==> src/ptwa_pkg.sv <==
package ptwa_pkg;

	localparam int OP_W   = 3;
	localparam int ADDR_W = 32;
	localparam int LOAD_W = 8;
	localparam int STS_W  = 2;

	localparam logic [OP_W-1:0] OP_WRITE  = 3'd0;
	localparam logic [OP_W-1:0] OP_LOOKUP = 3'd1;
	localparam logic [OP_W-1:0] OP_REMOVE = 3'd2;
	localparam logic [OP_W-1:0] OP_EXPIRE = 3'd3;
	localparam logic [OP_W-1:0] OP_CLEAR  = 3'd4;
	localparam logic [OP_W-1:0] OP_OLDEST = 3'd5;
	localparam logic [OP_W-1:0] OP_LIST   = 3'd6;

	localparam logic [STS_W-1:0] STS_OK       = 2'd0;
	localparam logic [STS_W-1:0] STS_NOTFOUND = 2'd1;
	localparam logic [STS_W-1:0] STS_FULL     = 2'd2;
	localparam logic [STS_W-1:0] STS_BADADDR  = 2'd3;

	// Controls broadcast to every cell of the ring.
	typedef struct packed {
		logic shift;
		logic clear;
	} ptwa_cell_ctl_t;

endpackage

==> src/ptwa_ifs.sv <==
interface ptwa_req_if import ptwa_pkg::*; #(
	parameter int TIME_BITS  = 48,
	parameter int COORD_BITS = 32
);
	logic                         valid;
	logic                         ready;
	logic [OP_W-1:0]              op;
	logic [ADDR_W-1:0]            node_address;
	logic signed [COORD_BITS-1:0] pos_x;
	logic signed [COORD_BITS-1:0] pos_y;
	logic signed [COORD_BITS-1:0] pos_z;
	logic [LOAD_W-1:0]            congestion;
	logic [TIME_BITS-1:0]         now_time;
	logic [TIME_BITS-1:0]         cutoff_time;

	modport source (output valid, op, node_address, pos_x, pos_y, pos_z, congestion,
		now_time, cutoff_time, input ready);
	modport sink (input valid, op, node_address, pos_x, pos_y, pos_z, congestion,
		now_time, cutoff_time, output ready);
endinterface

interface ptwa_rsp_if import ptwa_pkg::*; #(
	parameter int TIME_BITS  = 48,
	parameter int COORD_BITS = 32
);
	logic                         valid;
	logic                         ready;
	logic [STS_W-1:0]             status;
	logic                         found;
	logic [ADDR_W-1:0]            out_address;
	logic signed [COORD_BITS-1:0] out_x;
	logic signed [COORD_BITS-1:0] out_y;
	logic signed [COORD_BITS-1:0] out_z;
	logic [LOAD_W-1:0]            out_congestion;
	logic [TIME_BITS-1:0]         stamp;
	logic                         last;

	modport source (output valid, status, found, out_address, out_x, out_y, out_z,
		out_congestion, stamp, last, input ready);
	modport sink (input valid, status, found, out_address, out_x, out_y, out_z,
		out_congestion, stamp, last, output ready);
endinterface

==> src/ptwa_cell.sv <==
// One slot of the rotating table: takes its neighbor's entry on a shift.
module ptwa_cell import ptwa_pkg::*; #(
	parameter int DATA_W = 8
) (
	input  logic              clk,
	input  logic              arst_n,
	input  ptwa_cell_ctl_t    ctl,
	input  logic              d_valid,
	input  logic [DATA_W-1:0] d_data,
	output logic              q_valid,
	output logic [DATA_W-1:0] q_data
);

	logic              valid_q;
	logic [DATA_W-1:0] data_q;

	always_ff @(posedge clk or negedge arst_n) begin
		if (!arst_n) begin
			valid_q <= 1'b0;
		end else if (ctl.clear) begin
			valid_q <= 1'b0;
		end else if (ctl.shift) begin
			valid_q <= d_valid;
		end
	end

	always_ff @(posedge clk) begin
		if (ctl.shift) begin
			data_q <= d_data;
		end
	end

	assign q_valid = valid_q;
	assign q_data  = data_q;

endmodule

==> src/position_table_with_aging_unit.sv <==
// Position table with timestamp aging. The entries live in a ring of
// TABLE_ENTRIES cells that rotates by one slot per cycle while an operation
// scans or fills, except while a list word waits on rsp, so every scanning
// operation looks at one entry per cycle at the head of the ring, in index
// order. A word is taken on req only when the block is idle. Clear, an
// address of zero on write, lookup or remove, and an unused opcode skip the
// rotation and go straight to the final word. Lookup, remove, expire, oldest
// and a write to a present key or to a full table make one rotation. A
// write of a new key needs a second rotation to place it in the lowest free
// slot. List makes one rotation that holds while rsp stalls, and gives
// one word per valid entry, or a single word with found low on an empty
// table; last marks the final word of each operation. The result register
// on rsp lets a new request start while the last result still waits.
module position_table_with_aging_unit import ptwa_pkg::*; #(
	parameter int TABLE_ENTRIES = 16,
	parameter int TIME_BITS     = 48,
	parameter int COORD_BITS    = 32
) (
	input logic     clk,
	input logic     arst_n,
	ptwa_req_if.sink   req,
	ptwa_rsp_if.source rsp
);

	localparam int IDX_W = $clog2(TABLE_ENTRIES);

	localparam logic [1:0] S_IDLE = 2'd0;
	localparam logic [1:0] S_SCAN = 2'd1;
	localparam logic [1:0] S_FILL = 2'd2;
	localparam logic [1:0] S_DONE = 2'd3;

	typedef struct packed {
		logic [ADDR_W-1:0]     key;
		logic [TIME_BITS-1:0]  stamp;
		logic [COORD_BITS-1:0] x;
		logic [COORD_BITS-1:0] y;
		logic [COORD_BITS-1:0] z;
		logic [LOAD_W-1:0]     load;
	} entry_t;

	typedef struct packed {
		logic [STS_W-1:0]      status;
		logic                  found;
		logic [ADDR_W-1:0]     address;
		logic [COORD_BITS-1:0] x;
		logic [COORD_BITS-1:0] y;
		logic [COORD_BITS-1:0] z;
		logic [LOAD_W-1:0]     load;
		logic [TIME_BITS-1:0]  stamp;
		logic                  last;
	} res_t;

	localparam int ENTRY_W = $bits(entry_t);

	// Final words that carry nothing but a status and the last flag.
	localparam res_t RES_END = '{last: 1'b1, default: '0};
	localparam res_t RES_BAD = '{status: STS_BADADDR, last: 1'b1, default: '0};

	logic [1:0]           state_q;
	logic [IDX_W-1:0]     cnt_q;
	logic [OP_W-1:0]      op_q;
	entry_t               wr_q;
	logic [TIME_BITS-1:0] cut_q;
	logic                 hit_q, free_found_q, any_q, pend_v_q, out_v_q;
	logic [IDX_W-1:0]     free_idx_q;
	logic [TIME_BITS-1:0] min_q;
	entry_t               cap_q, pend_q;
	res_t                 res_q, out_q;

	ptwa_cell_ctl_t   ctl;
	logic             cell_v [TABLE_ENTRIES];
	logic [ENTRY_W-1:0] cell_d [TABLE_ENTRIES];
	entry_t           head, nh;
	logic             head_v, nh_v, match, stale;
	logic             accept, can_push, list_stall, last_step;
	logic             hit_n, free_found_n, any_n;
	logic [TIME_BITS-1:0] min_n;
	entry_t           cap_n;
	logic             push;
	res_t             push_data, fin_res;

	// The ring: each cell takes the entry of its upper neighbor, and the top
	// cell takes the head entry after this operation has acted on it.
	for (genvar i = 0; i < TABLE_ENTRIES; i++) begin : g_cell
		logic             d_v;
		logic [ENTRY_W-1:0] d_d;
		if (i == TABLE_ENTRIES - 1) begin : g_top
			assign d_v = nh_v;
			assign d_d = nh;
		end else begin : g_mid
			assign d_v = cell_v[i+1];
			assign d_d = cell_d[i+1];
		end
		ptwa_cell #(.DATA_W(ENTRY_W)) u_cell (
			.clk    (clk),
			.arst_n (arst_n),
			.ctl    (ctl),
			.d_valid(d_v),
			.d_data (d_d),
			.q_valid(cell_v[i]),
			.q_data (cell_d[i])
		);
	end

	assign head   = entry_t'(cell_d[0]);
	assign head_v = cell_v[0];
	assign match  = head_v && (head.key == wr_q.key);
	assign stale  = head_v && (head.stamp <= cut_q);

	assign accept    = req.valid && req.ready;
	assign req.ready = (state_q == S_IDLE);
	assign can_push  = !out_v_q || rsp.ready;
	assign last_step = (cnt_q == IDX_W'(TABLE_ENTRIES - 1));

	// A listed entry waits in the pending register until the next valid
	// entry shows that it is not the final one.
	assign list_stall = (state_q == S_SCAN) && (op_q == OP_LIST) && head_v &&
		pend_v_q && !can_push;

	assign ctl = '{
		shift: ((state_q == S_SCAN) || (state_q == S_FILL)) && !list_stall,
		clear: accept && (req.op == OP_CLEAR)
	};

	// Effect of the operation on the head entry.
	always_comb begin
		nh   = head;
		nh_v = head_v;
		case (op_q)
			OP_WRITE: begin
				if (state_q == S_SCAN) begin
					if (match) begin
						nh = wr_q;
					end
				end else if (cnt_q == free_idx_q) begin
					nh   = wr_q;
					nh_v = 1'b1;
				end
			end
			OP_REMOVE: begin
				if (match) begin
					nh_v = 1'b0;
				end
			end
			OP_EXPIRE: begin
				if (stale) begin
					nh_v = 1'b0;
				end
			end
			default: ;
		endcase
	end

	// Running results of the scan including the entry now at the head.
	always_comb begin
		hit_n        = hit_q || match;
		free_found_n = free_found_q || !head_v;
		any_n        = any_q || head_v;
		min_n        = (head_v && (head.stamp < min_q)) ? head.stamp : min_q;
		cap_n        = match ? head : cap_q;
	end

	// Final word of every operation but list that ends with its scan.
	always_comb begin
		fin_res      = '0;
		fin_res.last = 1'b1;
		case (op_q)
			OP_WRITE: begin
				if (hit_n) begin
					fin_res.found = 1'b1;
				end else begin
					fin_res.status = STS_FULL;
				end
			end
			OP_LOOKUP, OP_REMOVE: begin
				if (hit_n) begin
					fin_res.found = 1'b1;
					if (op_q == OP_LOOKUP) begin
						fin_res.address = cap_n.key;
						fin_res.x       = cap_n.x;
						fin_res.y       = cap_n.y;
						fin_res.z       = cap_n.z;
						fin_res.load    = cap_n.load;
					end
				end else begin
					fin_res.status = STS_NOTFOUND;
				end
			end
			OP_OLDEST: begin
				fin_res.found = any_n;
				fin_res.stamp = min_n;
			end
			default: ;
		endcase
	end

	// Words toward the result register.
	always_comb begin
		push      = 1'b0;
		push_data = '0;
		if (state_q == S_SCAN && op_q == OP_LIST && head_v && pend_v_q && can_push) begin
			push = 1'b1;
		end else if (state_q == S_DONE && can_push) begin
			push = 1'b1;
		end
		if (op_q == OP_LIST) begin
			if (pend_v_q) begin
				push_data.found   = 1'b1;
				push_data.address = pend_q.key;
				push_data.x       = pend_q.x;
				push_data.y       = pend_q.y;
				push_data.z       = pend_q.z;
				push_data.load    = pend_q.load;
				push_data.stamp   = pend_q.stamp;
			end
			push_data.last = (state_q == S_DONE);
		end else begin
			push_data = res_q;
		end
	end

	always_ff @(posedge clk or negedge arst_n) begin
		if (!arst_n) begin
			state_q      <= S_IDLE;
			cnt_q        <= '0;
			op_q         <= '0;
			wr_q         <= '0;
			cut_q        <= '0;
			hit_q        <= 1'b0;
			free_found_q <= 1'b0;
			free_idx_q   <= '0;
			any_q        <= 1'b0;
			min_q        <= '0;
			cap_q        <= '0;
			pend_q       <= '0;
			pend_v_q     <= 1'b0;
			res_q        <= '0;
			out_q        <= '0;
			out_v_q      <= 1'b0;
		end else begin
			if (push) begin
				out_q   <= push_data;
				out_v_q <= 1'b1;
			end else if (rsp.ready) begin
				out_v_q <= 1'b0;
			end

			case (state_q)
				S_IDLE: begin
					if (accept) begin
						op_q         <= req.op;
						wr_q         <= '{key: req.node_address, stamp: req.now_time,
							x: req.pos_x, y: req.pos_y, z: req.pos_z, load: req.congestion};
						cut_q        <= req.cutoff_time;
						cnt_q        <= '0;
						hit_q        <= 1'b0;
						free_found_q <= 1'b0;
						any_q        <= 1'b0;
						min_q        <= '1;
						cap_q        <= '0;
						pend_v_q     <= 1'b0;
						if ((req.node_address == '0) && ((req.op == OP_WRITE) ||
							(req.op == OP_LOOKUP) || (req.op == OP_REMOVE))) begin
							res_q   <= RES_BAD;
							state_q <= S_DONE;
						end else if ((req.op == OP_CLEAR) || (req.op > OP_LIST)) begin
							res_q   <= RES_END;
							state_q <= S_DONE;
						end else begin
							res_q   <= RES_END;
							state_q <= S_SCAN;
						end
					end
				end
				S_SCAN: begin
					if (ctl.shift) begin
						cnt_q        <= last_step ? '0 : cnt_q + 1'b1;
						hit_q        <= hit_n;
						any_q        <= any_n;
						min_q        <= min_n;
						cap_q        <= cap_n;
						free_found_q <= free_found_n;
						if (!free_found_q && !head_v) begin
							free_idx_q <= cnt_q;
						end
						if (op_q == OP_LIST && head_v) begin
							pend_q   <= head;
							pend_v_q <= 1'b1;
						end
						if (last_step) begin
							res_q <= fin_res;
							if (op_q == OP_WRITE && !hit_n && free_found_n) begin
								state_q <= S_FILL;
							end else begin
								state_q <= S_DONE;
							end
						end
					end
				end
				S_FILL: begin
					cnt_q <= last_step ? '0 : cnt_q + 1'b1;
					if (last_step) begin
						res_q   <= RES_END;
						state_q <= S_DONE;
					end
				end
				S_DONE: begin
					if (can_push) begin
						state_q <= S_IDLE;
					end
				end
				default: state_q <= S_IDLE;
			endcase
		end
	end

	assign rsp.valid          = out_v_q;
	assign rsp.status         = out_q.status;
	assign rsp.found          = out_q.found;
	assign rsp.out_address    = out_q.address;
	assign rsp.out_x          = out_q.x;
	assign rsp.out_y          = out_q.y;
	assign rsp.out_z          = out_q.z;
	assign rsp.out_congestion = out_q.load;
	assign rsp.stamp          = out_q.stamp;
	assign rsp.last           = out_q.last;

endmodule

==> src/flat_wrapper.sv <==
// flat-port wrapper written by rule: the top's interface ports become plain ports
module position_table_with_aging_unit_flat import ptwa_pkg::*;
#(
	parameter int TABLE_ENTRIES = 16,
	parameter int TIME_BITS     = 48,
	parameter int COORD_BITS    = 32
)
  (clk, arst_n, req_valid, req_op, req_node_address, req_pos_x, req_pos_y, req_pos_z, req_congestion, req_now_time, req_cutoff_time, req_ready, rsp_valid, rsp_status, rsp_found, rsp_out_address, rsp_out_x, rsp_out_y, rsp_out_z, rsp_out_congestion, rsp_stamp, rsp_last, rsp_ready);
  ptwa_req_if #(.TIME_BITS(TIME_BITS), .COORD_BITS(COORD_BITS)) req_i ();
  ptwa_rsp_if #(.TIME_BITS(TIME_BITS), .COORD_BITS(COORD_BITS)) rsp_i ();
  input logic clk;
  input logic arst_n;
  input wire logic [$bits(req_i.valid)-1:0] req_valid;
  input wire logic [$bits(req_i.op)-1:0] req_op;
  input wire logic [$bits(req_i.node_address)-1:0] req_node_address;
  input wire logic [$bits(req_i.pos_x)-1:0] req_pos_x;
  input wire logic [$bits(req_i.pos_y)-1:0] req_pos_y;
  input wire logic [$bits(req_i.pos_z)-1:0] req_pos_z;
  input wire logic [$bits(req_i.congestion)-1:0] req_congestion;
  input wire logic [$bits(req_i.now_time)-1:0] req_now_time;
  input wire logic [$bits(req_i.cutoff_time)-1:0] req_cutoff_time;
  output wire logic [$bits(req_i.ready)-1:0] req_ready;
  output wire logic [$bits(rsp_i.valid)-1:0] rsp_valid;
  output wire logic [$bits(rsp_i.status)-1:0] rsp_status;
  output wire logic [$bits(rsp_i.found)-1:0] rsp_found;
  output wire logic [$bits(rsp_i.out_address)-1:0] rsp_out_address;
  output wire logic [$bits(rsp_i.out_x)-1:0] rsp_out_x;
  output wire logic [$bits(rsp_i.out_y)-1:0] rsp_out_y;
  output wire logic [$bits(rsp_i.out_z)-1:0] rsp_out_z;
  output wire logic [$bits(rsp_i.out_congestion)-1:0] rsp_out_congestion;
  output wire logic [$bits(rsp_i.stamp)-1:0] rsp_stamp;
  output wire logic [$bits(rsp_i.last)-1:0] rsp_last;
  input wire logic [$bits(rsp_i.ready)-1:0] rsp_ready;
  assign req_i.valid = req_valid;
  assign req_i.op = req_op;
  assign req_i.node_address = req_node_address;
  assign req_i.pos_x = req_pos_x;
  assign req_i.pos_y = req_pos_y;
  assign req_i.pos_z = req_pos_z;
  assign req_i.congestion = req_congestion;
  assign req_i.now_time = req_now_time;
  assign req_i.cutoff_time = req_cutoff_time;
  assign req_ready = req_i.ready;
  assign rsp_valid = rsp_i.valid;
  assign rsp_status = rsp_i.status;
  assign rsp_found = rsp_i.found;
  assign rsp_out_address = rsp_i.out_address;
  assign rsp_out_x = rsp_i.out_x;
  assign rsp_out_y = rsp_i.out_y;
  assign rsp_out_z = rsp_i.out_z;
  assign rsp_out_congestion = rsp_i.out_congestion;
  assign rsp_stamp = rsp_i.stamp;
  assign rsp_last = rsp_i.last;
  assign rsp_i.ready = rsp_ready;
  position_table_with_aging_unit #(.TABLE_ENTRIES(TABLE_ENTRIES), .TIME_BITS(TIME_BITS), .COORD_BITS(COORD_BITS)) u_core (.clk(clk), .arst_n(arst_n), .req(req_i), .rsp(rsp_i));
endmodule
==> config.mk <==
export PLATFORM = sky130hd
export DESIGN_NAME = position_table_with_aging_unit_flat
export DESIGN_NICKNAME = d
export VERILOG_FILES = /design/src/ptwa_pkg.sv /design/src/ptwa_ifs.sv /design/src/ptwa_cell.sv /design/src/position_table_with_aging_unit.sv /design/src/flat_wrapper.sv
export SDC_FILE = /design/constraint.sdc
export NUM_CORES = 2
export LEC_CHECK = 0
export ABC_AREA = 1
export BUFFER_PORTS_ARGS = -buffer_cell sky130_fd_sc_hd__buf_2
export CAP_MARGIN = 5
export CORE_AREA = 2 2 785 709
export CTS_BUF_LIST = sky130_fd_sc_hd__clkbuf_8
export CTS_CLUSTER_DIAMETER = 100
export DETAILED_ROUTE_END_ITERATION = 12
export DIE_AREA = 0 0 787 711
export GPL_ROUTABILITY_DRIVEN = 1
export PLACE_DENSITY = 0.36
export RECOVER_POWER = 50
export SLEW_MARGIN = 20
export SYNTH_ARGS = -nofsm -noshare
export SYNTH_HDL_FRONTEND = slang
export SYNTH_SLANG_ARGS = --single-unit
==> constraint.sdc <==
create_clock -name clk -period 109.2 [get_ports clk]
set_clock_uncertainty 0.05 [all_clocks]
set_input_delay 5.46 -clock clk [delete_from_list [all_inputs] [get_ports clk]]
set_output_delay 5.46 -clock clk [all_outputs]
set_load 0.005 [all_outputs]
---- Yosys cells after proc, flatten, opt, wreduce, memory -nomap -nowiden ----
Cells that the tools add are included.
storage, ports and cells
  flip-flop bits (word level) ............. 3954
  bits of input ports ..................... 239
operators by class
  $add $sub $neg .......................... 1
  magnitude comparators ................... 3
  equality and inequality tests ........... 20
  muxes and demuxes ....................... 94
  reduce and logical (&&, ||, !) cells .... 48
operators with widths
  operator                                        number
  2-to-1 mux 184 bit                              7
  2-to-1 mux 188 bit                              5
  one-hot mux 188 bit (3 select lines)            1
  one-hot mux 184 bit (2 select lines)            1
  2-to-1 mux 136 bit                              2
  2-to-1 mux 48 bit                               4
  2-to-1 mux 186 bit                              1
  2-to-1 mux 185 bit                              1
  2-to-1 mux 137 bit                              1
  one-hot mux 48 bit (2 select lines)             1
  2-to-1 mux 1 bit                                49
  <= comparator 48 bit                            1
  < comparator 48 bit                             1
  == test 32 bit                                  1
  zero test 32 bit                                1
  2-to-1 mux 2 bit                                9
  logical AND 1 bit                               17
  2-to-1 mux 4 bit                                3
  one-hot mux 4 bit (3 select lines)              1
  AND reduction 3 bit                             4
  AND reduction 5 bit                             2
  == test 3 x 2 -> 1 bit (second input constant)  3
  == test 3 bit (second input constant)           3
  logical OR 1 bit                                8
  21 further kinds                                39

---- Depth between registers and ports, before layout ----
  word-level depth ........................ 10
  mapped depth ............................ 20

---- Modules after synthesis ----
From an unflattened synthesis, not the netlist that was laid out.
second synthesis, totals
  cells, all modules ...................... 9238
  area total of the unflattened synthesis .. 137564.4 µm²
by module, submodules not included
  module                          times used  cells an instance  area each (µm²)  sequential area each (µm²)
  ptwa_cell                       16          190                5570.3           5550.3
  position_table_with_aging_unit  1           6198               48439.0          24873.9

---- Worst setup path before layout ----
OpenSTA, ideal clock, no wires.
  kind .................................... input to register
  start point ............................. input port rsp_ready
  end point ............................... register u_core.pend_q[37] in the netlist's numbering
  library setup time ...................... 0.135 ns
  arrival ................................. 41.179 ns
  required time ........................... 109.015 ns
  setup slack ............................. 67.836 ns
  stages .................................. 10
  buffers on the path ..................... 3
  cell sequence ........................... nor2_1 > nand3_2 > nand2_4 > inv_2 > nand3_1 > buf_2 > buf_2 > buf_2 > nand2_1 > o21ai_0
RTL lines
  what                  line                                   source
  from (decl)           flat_wrapper.sv:33                     input wire logic [$bits(rsp_i.ready)-1:0] rsp_ready;
  to (signal assigned)  position_table_with_aging_unit.sv:235  pend_q <= '0;
  to (signal assigned)  position_table_with_aging_unit.sv:287  pend_q <= head;
  to (decl)             position_table_with_aging_unit.sv:67   entry_t cap_q, pend_q;

==> impl_metrics.toml <==
[timing]
finalCritPeriodShare_pct = 18.0
fin_ws_ps = 89530
slew_headroom_pct = -493
finalMaxSlewViolations = 1802
rsz0062_at_grt = "no"
clock.fmax_mhz = 50.8
fin_tns_setup_ps = 0
tightest_slew_ps = 8890
hold_violations = 0
period_needed_ps = 19670
setup_viol = 0

[worst_setup_path]
endpoint = "u_core.g_cell[13].u_cell.q_data[96]"
cp_common_cell = "buf_4"
critPathArrivalTime_ps = 20400
cp.required_ps = 109930
r2r_slack_ps = 93020
r2r-end = "u_core.g_cell[13].u_cell.q_data[96]"
criticalPathCategory = "in -> reg"
critPathTopFamily = "buffers and inverters"
r2r-start = "u_core.state_q[1]"
end_kind = "flip-flop"
crit_chain = "buf_2, nor2_1, nand3_1, nand2_1, clkinvlp_2, clkbuf_1, buf_4, buf_4, buf_12, buf_6, buf_4"
cp_num_cells = 11
startpoint = "rsp_ready"
r2r_cells = 14
cp-start-kind = "primary input"
worstPathMaxFanout = 173
critPathSlowestCell = "clkbuf_1"
crit_buf_inv = 8
slowest_delay_ps = 6420

[clocking]
cts_tree = "done"
postCtsHoldBufs = 0
cts_num_sinks = 3954
worstSkewPairLatency_ps = 1250
h-tree-depth = 6
clk_path_buf_depth = 4
post_cts_resized = 0
cts_made_buffers = 694
cts_setup_buffers = 0
clk_pin_slew_ps = 60
root_buffer = "clkbuf_8"

[drt]
via_per_inst = 4.07
routed_wl_um = 330000
first_pass_iters = 6
drtAntennaViolNets = 0
routedWlPerCell_um = 18.2
via_count = 73600
drc = 0
drt_iter0_drc = 5534

[place]
place_area_mm2 = 0.148
io_buffer_count = 428
place.gp.congestion = 0.761
preCtsSetupSlack_ps = 96750
dp_cells = 16800
hpwl_um = 189000

[yosys]
synth_fp_nets = 9705
syn_area_mm2 = 0.138
netlist_instances = 9366
synth_edf_count = 2944
synthFlopType = "edfxtp_1"
yosysWarnings = 0
netlist-cell-type-count = 43
syn_area_per_cell_um2 = 14.7
ys_ff_latch = 3954
synth-async-reset-ratio_pct = 25.5
yosysSeqAreaShare_pct = 82.7

[worst_hold_path]
min_path_type = "reg -> reg"

[global_routing]
met1_usage_pct = 16.3
grt_busiest_layer = "met2"
grt_max_degree = 187
antenna_found_initial = 32
overflow = 0
grtUsageMet3_pct = 2.22
grt.met2_usage_pct = 17.2
grt_pass1_vias = 75500
grt_pass1_wl_um = 491000
track_usage_pct = 11.4

[finish]
fillCellCount = 55600
drive_gt1_share_pct = 13.2
final_nets = 10500
layout_commonest_cell = "edfxtp_1"
multi_input_area_mm2 = 0.0192
seqCellArea_mm2 = 0.114
fin_cells = 18100
synthToLayoutAreaGrowth_pct = 17.3
layout_common_cells = "edfxtp_1 (2944), nand2_1 (2145), inv_1 (1073)"
fin_area_mm2 = 0.161

[power]
p_leak_nw = 64.0
power_density_mw_per_mm2 = 34.1
vdd.ir_drop.worst_v = 0.0000321

[status]
violations = "max-capacitance violations, max-slew violations"
status = "finished with violations"

[die]
initial_core_util_pct = 24.9
die_h_um = 711
die_x_um = 787
rows = 259
ios = 429
core_area_mm2 = 0.551
die_area_mm2 = 0.560

[run]
drv_cap = 27
synth_stat cells, types with 2 or more instances:
cell type  number  area share, %
a211oi_1        3          0.016
a21o_1          2          0.011
a21oi_1        55           0.20
a22oi_1         5          0.027
a31oi_1       186           0.85
buf_1          32          0.087
buf_2          73           0.27
buf_4          17          0.093
buf_6           7          0.057
clkbuf_1      260           0.71
clkinv_1        3         0.0082
dfrtp_1      1010             18
edfxtp_1     2944             64
ha_1          100           0.91
inv_1         795            2.2
inv_2           7          0.019
mux2_2         22           0.18
nand2_1      2143            5.8
nand2_2         2         0.0091
nand3_1       461            1.7
nand3_2         2          0.015
nand4_1        13          0.059
nor2_1        500            1.4
nor2_2          3          0.014
nor2_4          2          0.016
nor3_1         11          0.040
nor4_1          6          0.027
o21a_1          5          0.027
o21ai_0       615            2.2
o21ai_1        43           0.16
o22ai_1         3          0.014
o31ai_1         3          0.016
xnor2_1        23           0.15
per-layer routing:
| metal | wire length (um) | share of wire (%) |
|---|---|---|
| met5 | 35 | 0.011 |
| met4 | 10000 | 3.0 |
| met3 | 16100 | 4.9 |
| met2 | 145000 | 44 |
| met1 | 159000 | 48 |
state kept, by name, summed over array words and instances, names as in the netlist, 4 cells and up:
name	flops
u_core.cut_q	48
u_core.rsp.out_y	32
u_core.rsp.out_z	32
u_core.pend_q	184
u_core.rsp.out_address	32
u_core.min_q	48
u_core.rsp.stamp	48
u_core.g_cell.u_cell.q_data	2944
u_core.g_cell.u_cell.q_valid	16
u_core.cap_q	136
u_core.rsp.out_congestion	8
u_core.res_q	188
u_core.wr_q	184
u_core.rsp.out_x	32
u_core.free_idx_q	4
u_core.cnt_q	4
cell type report:
type / instances / share of cell area, %
inverter: 805 / 1.89
multi-input combinational: 4217 / 11.9
timing repair buffer: 532 / 1.85
sequential: 3954 / 70.5
clock buffer: 741 / 6.32
tap: 7308 / 5.67
antenna: 8 / 0.0124
clock inverter: 534 / 1.90
stage by stage:
stage / util, % / total power [mW] / hold slack [ps]
floorplan: - / 4.97 / 350
global placement: 26.9 / 4.20 / 350
detailed placement: 26.9 / 4.24 / 355
CTS: 29.3 / 5.60 / 315
global route: 29.3 / 5.86 / 307
finish: 29.3 / 5.50 / 320
worst min-delay path by stage:
stage / end / slack (ps) / from / cells past startpoint
global route: u_core.g_cell[13].u_cell.q_data[124] / 310 / u_core.g_cell[14].u_cell.q_data[124] / 0
CTS: u_core.g_cell[13].u_cell.q_data[124] / 310 / u_core.g_cell[14].u_cell.q_data[124] / 0
floorplan: u_core.g_cell[0].u_cell.q_data[0] / 350 / u_core.g_cell[1].u_cell.q_data[0] / 0
detailed placement: u_core.g_cell[0].u_cell.q_data[127] / 350 / u_core.g_cell[1].u_cell.q_data[127] / 0
finish: u_core.g_cell[13].u_cell.q_data[124] / 320 / u_core.g_cell[14].u_cell.q_data[124] / 0
global placement: u_core.g_cell[9].u_cell.q_data[162] / 350 / u_core.g_cell[10].u_cell.q_data[162] / 0
cells by family after synthesis:
| logic type | after synthesis | synth area share (%) |
|---|---|---|
| buffers and inverters | 1195 | 3.41 |
| XOR/XNOR | 24 | 0.153 |
| AO/OA/AOI/OAI | 924 | 3.58 |
| adder cells (fa/ha/maj) | 100 | 0.910 |
| AND/OR/NAND/NOR | 3147 | 9.09 |
| flip-flops | 3954 | 82.7 |
| multiplexers | 22 | 0.180 |
report_power, final:
part           total (mW)  leakage (nW)  switching (mW)  internal (mW)
logic                1.10          14.6           0.894          0.211
clock network        1.30          7.75           0.636          0.664
registers            3.09          41.7           0.288           2.81
total                5.50          64.0            1.82           3.68
Note: power is estimated with default switching activity, not from simulation.
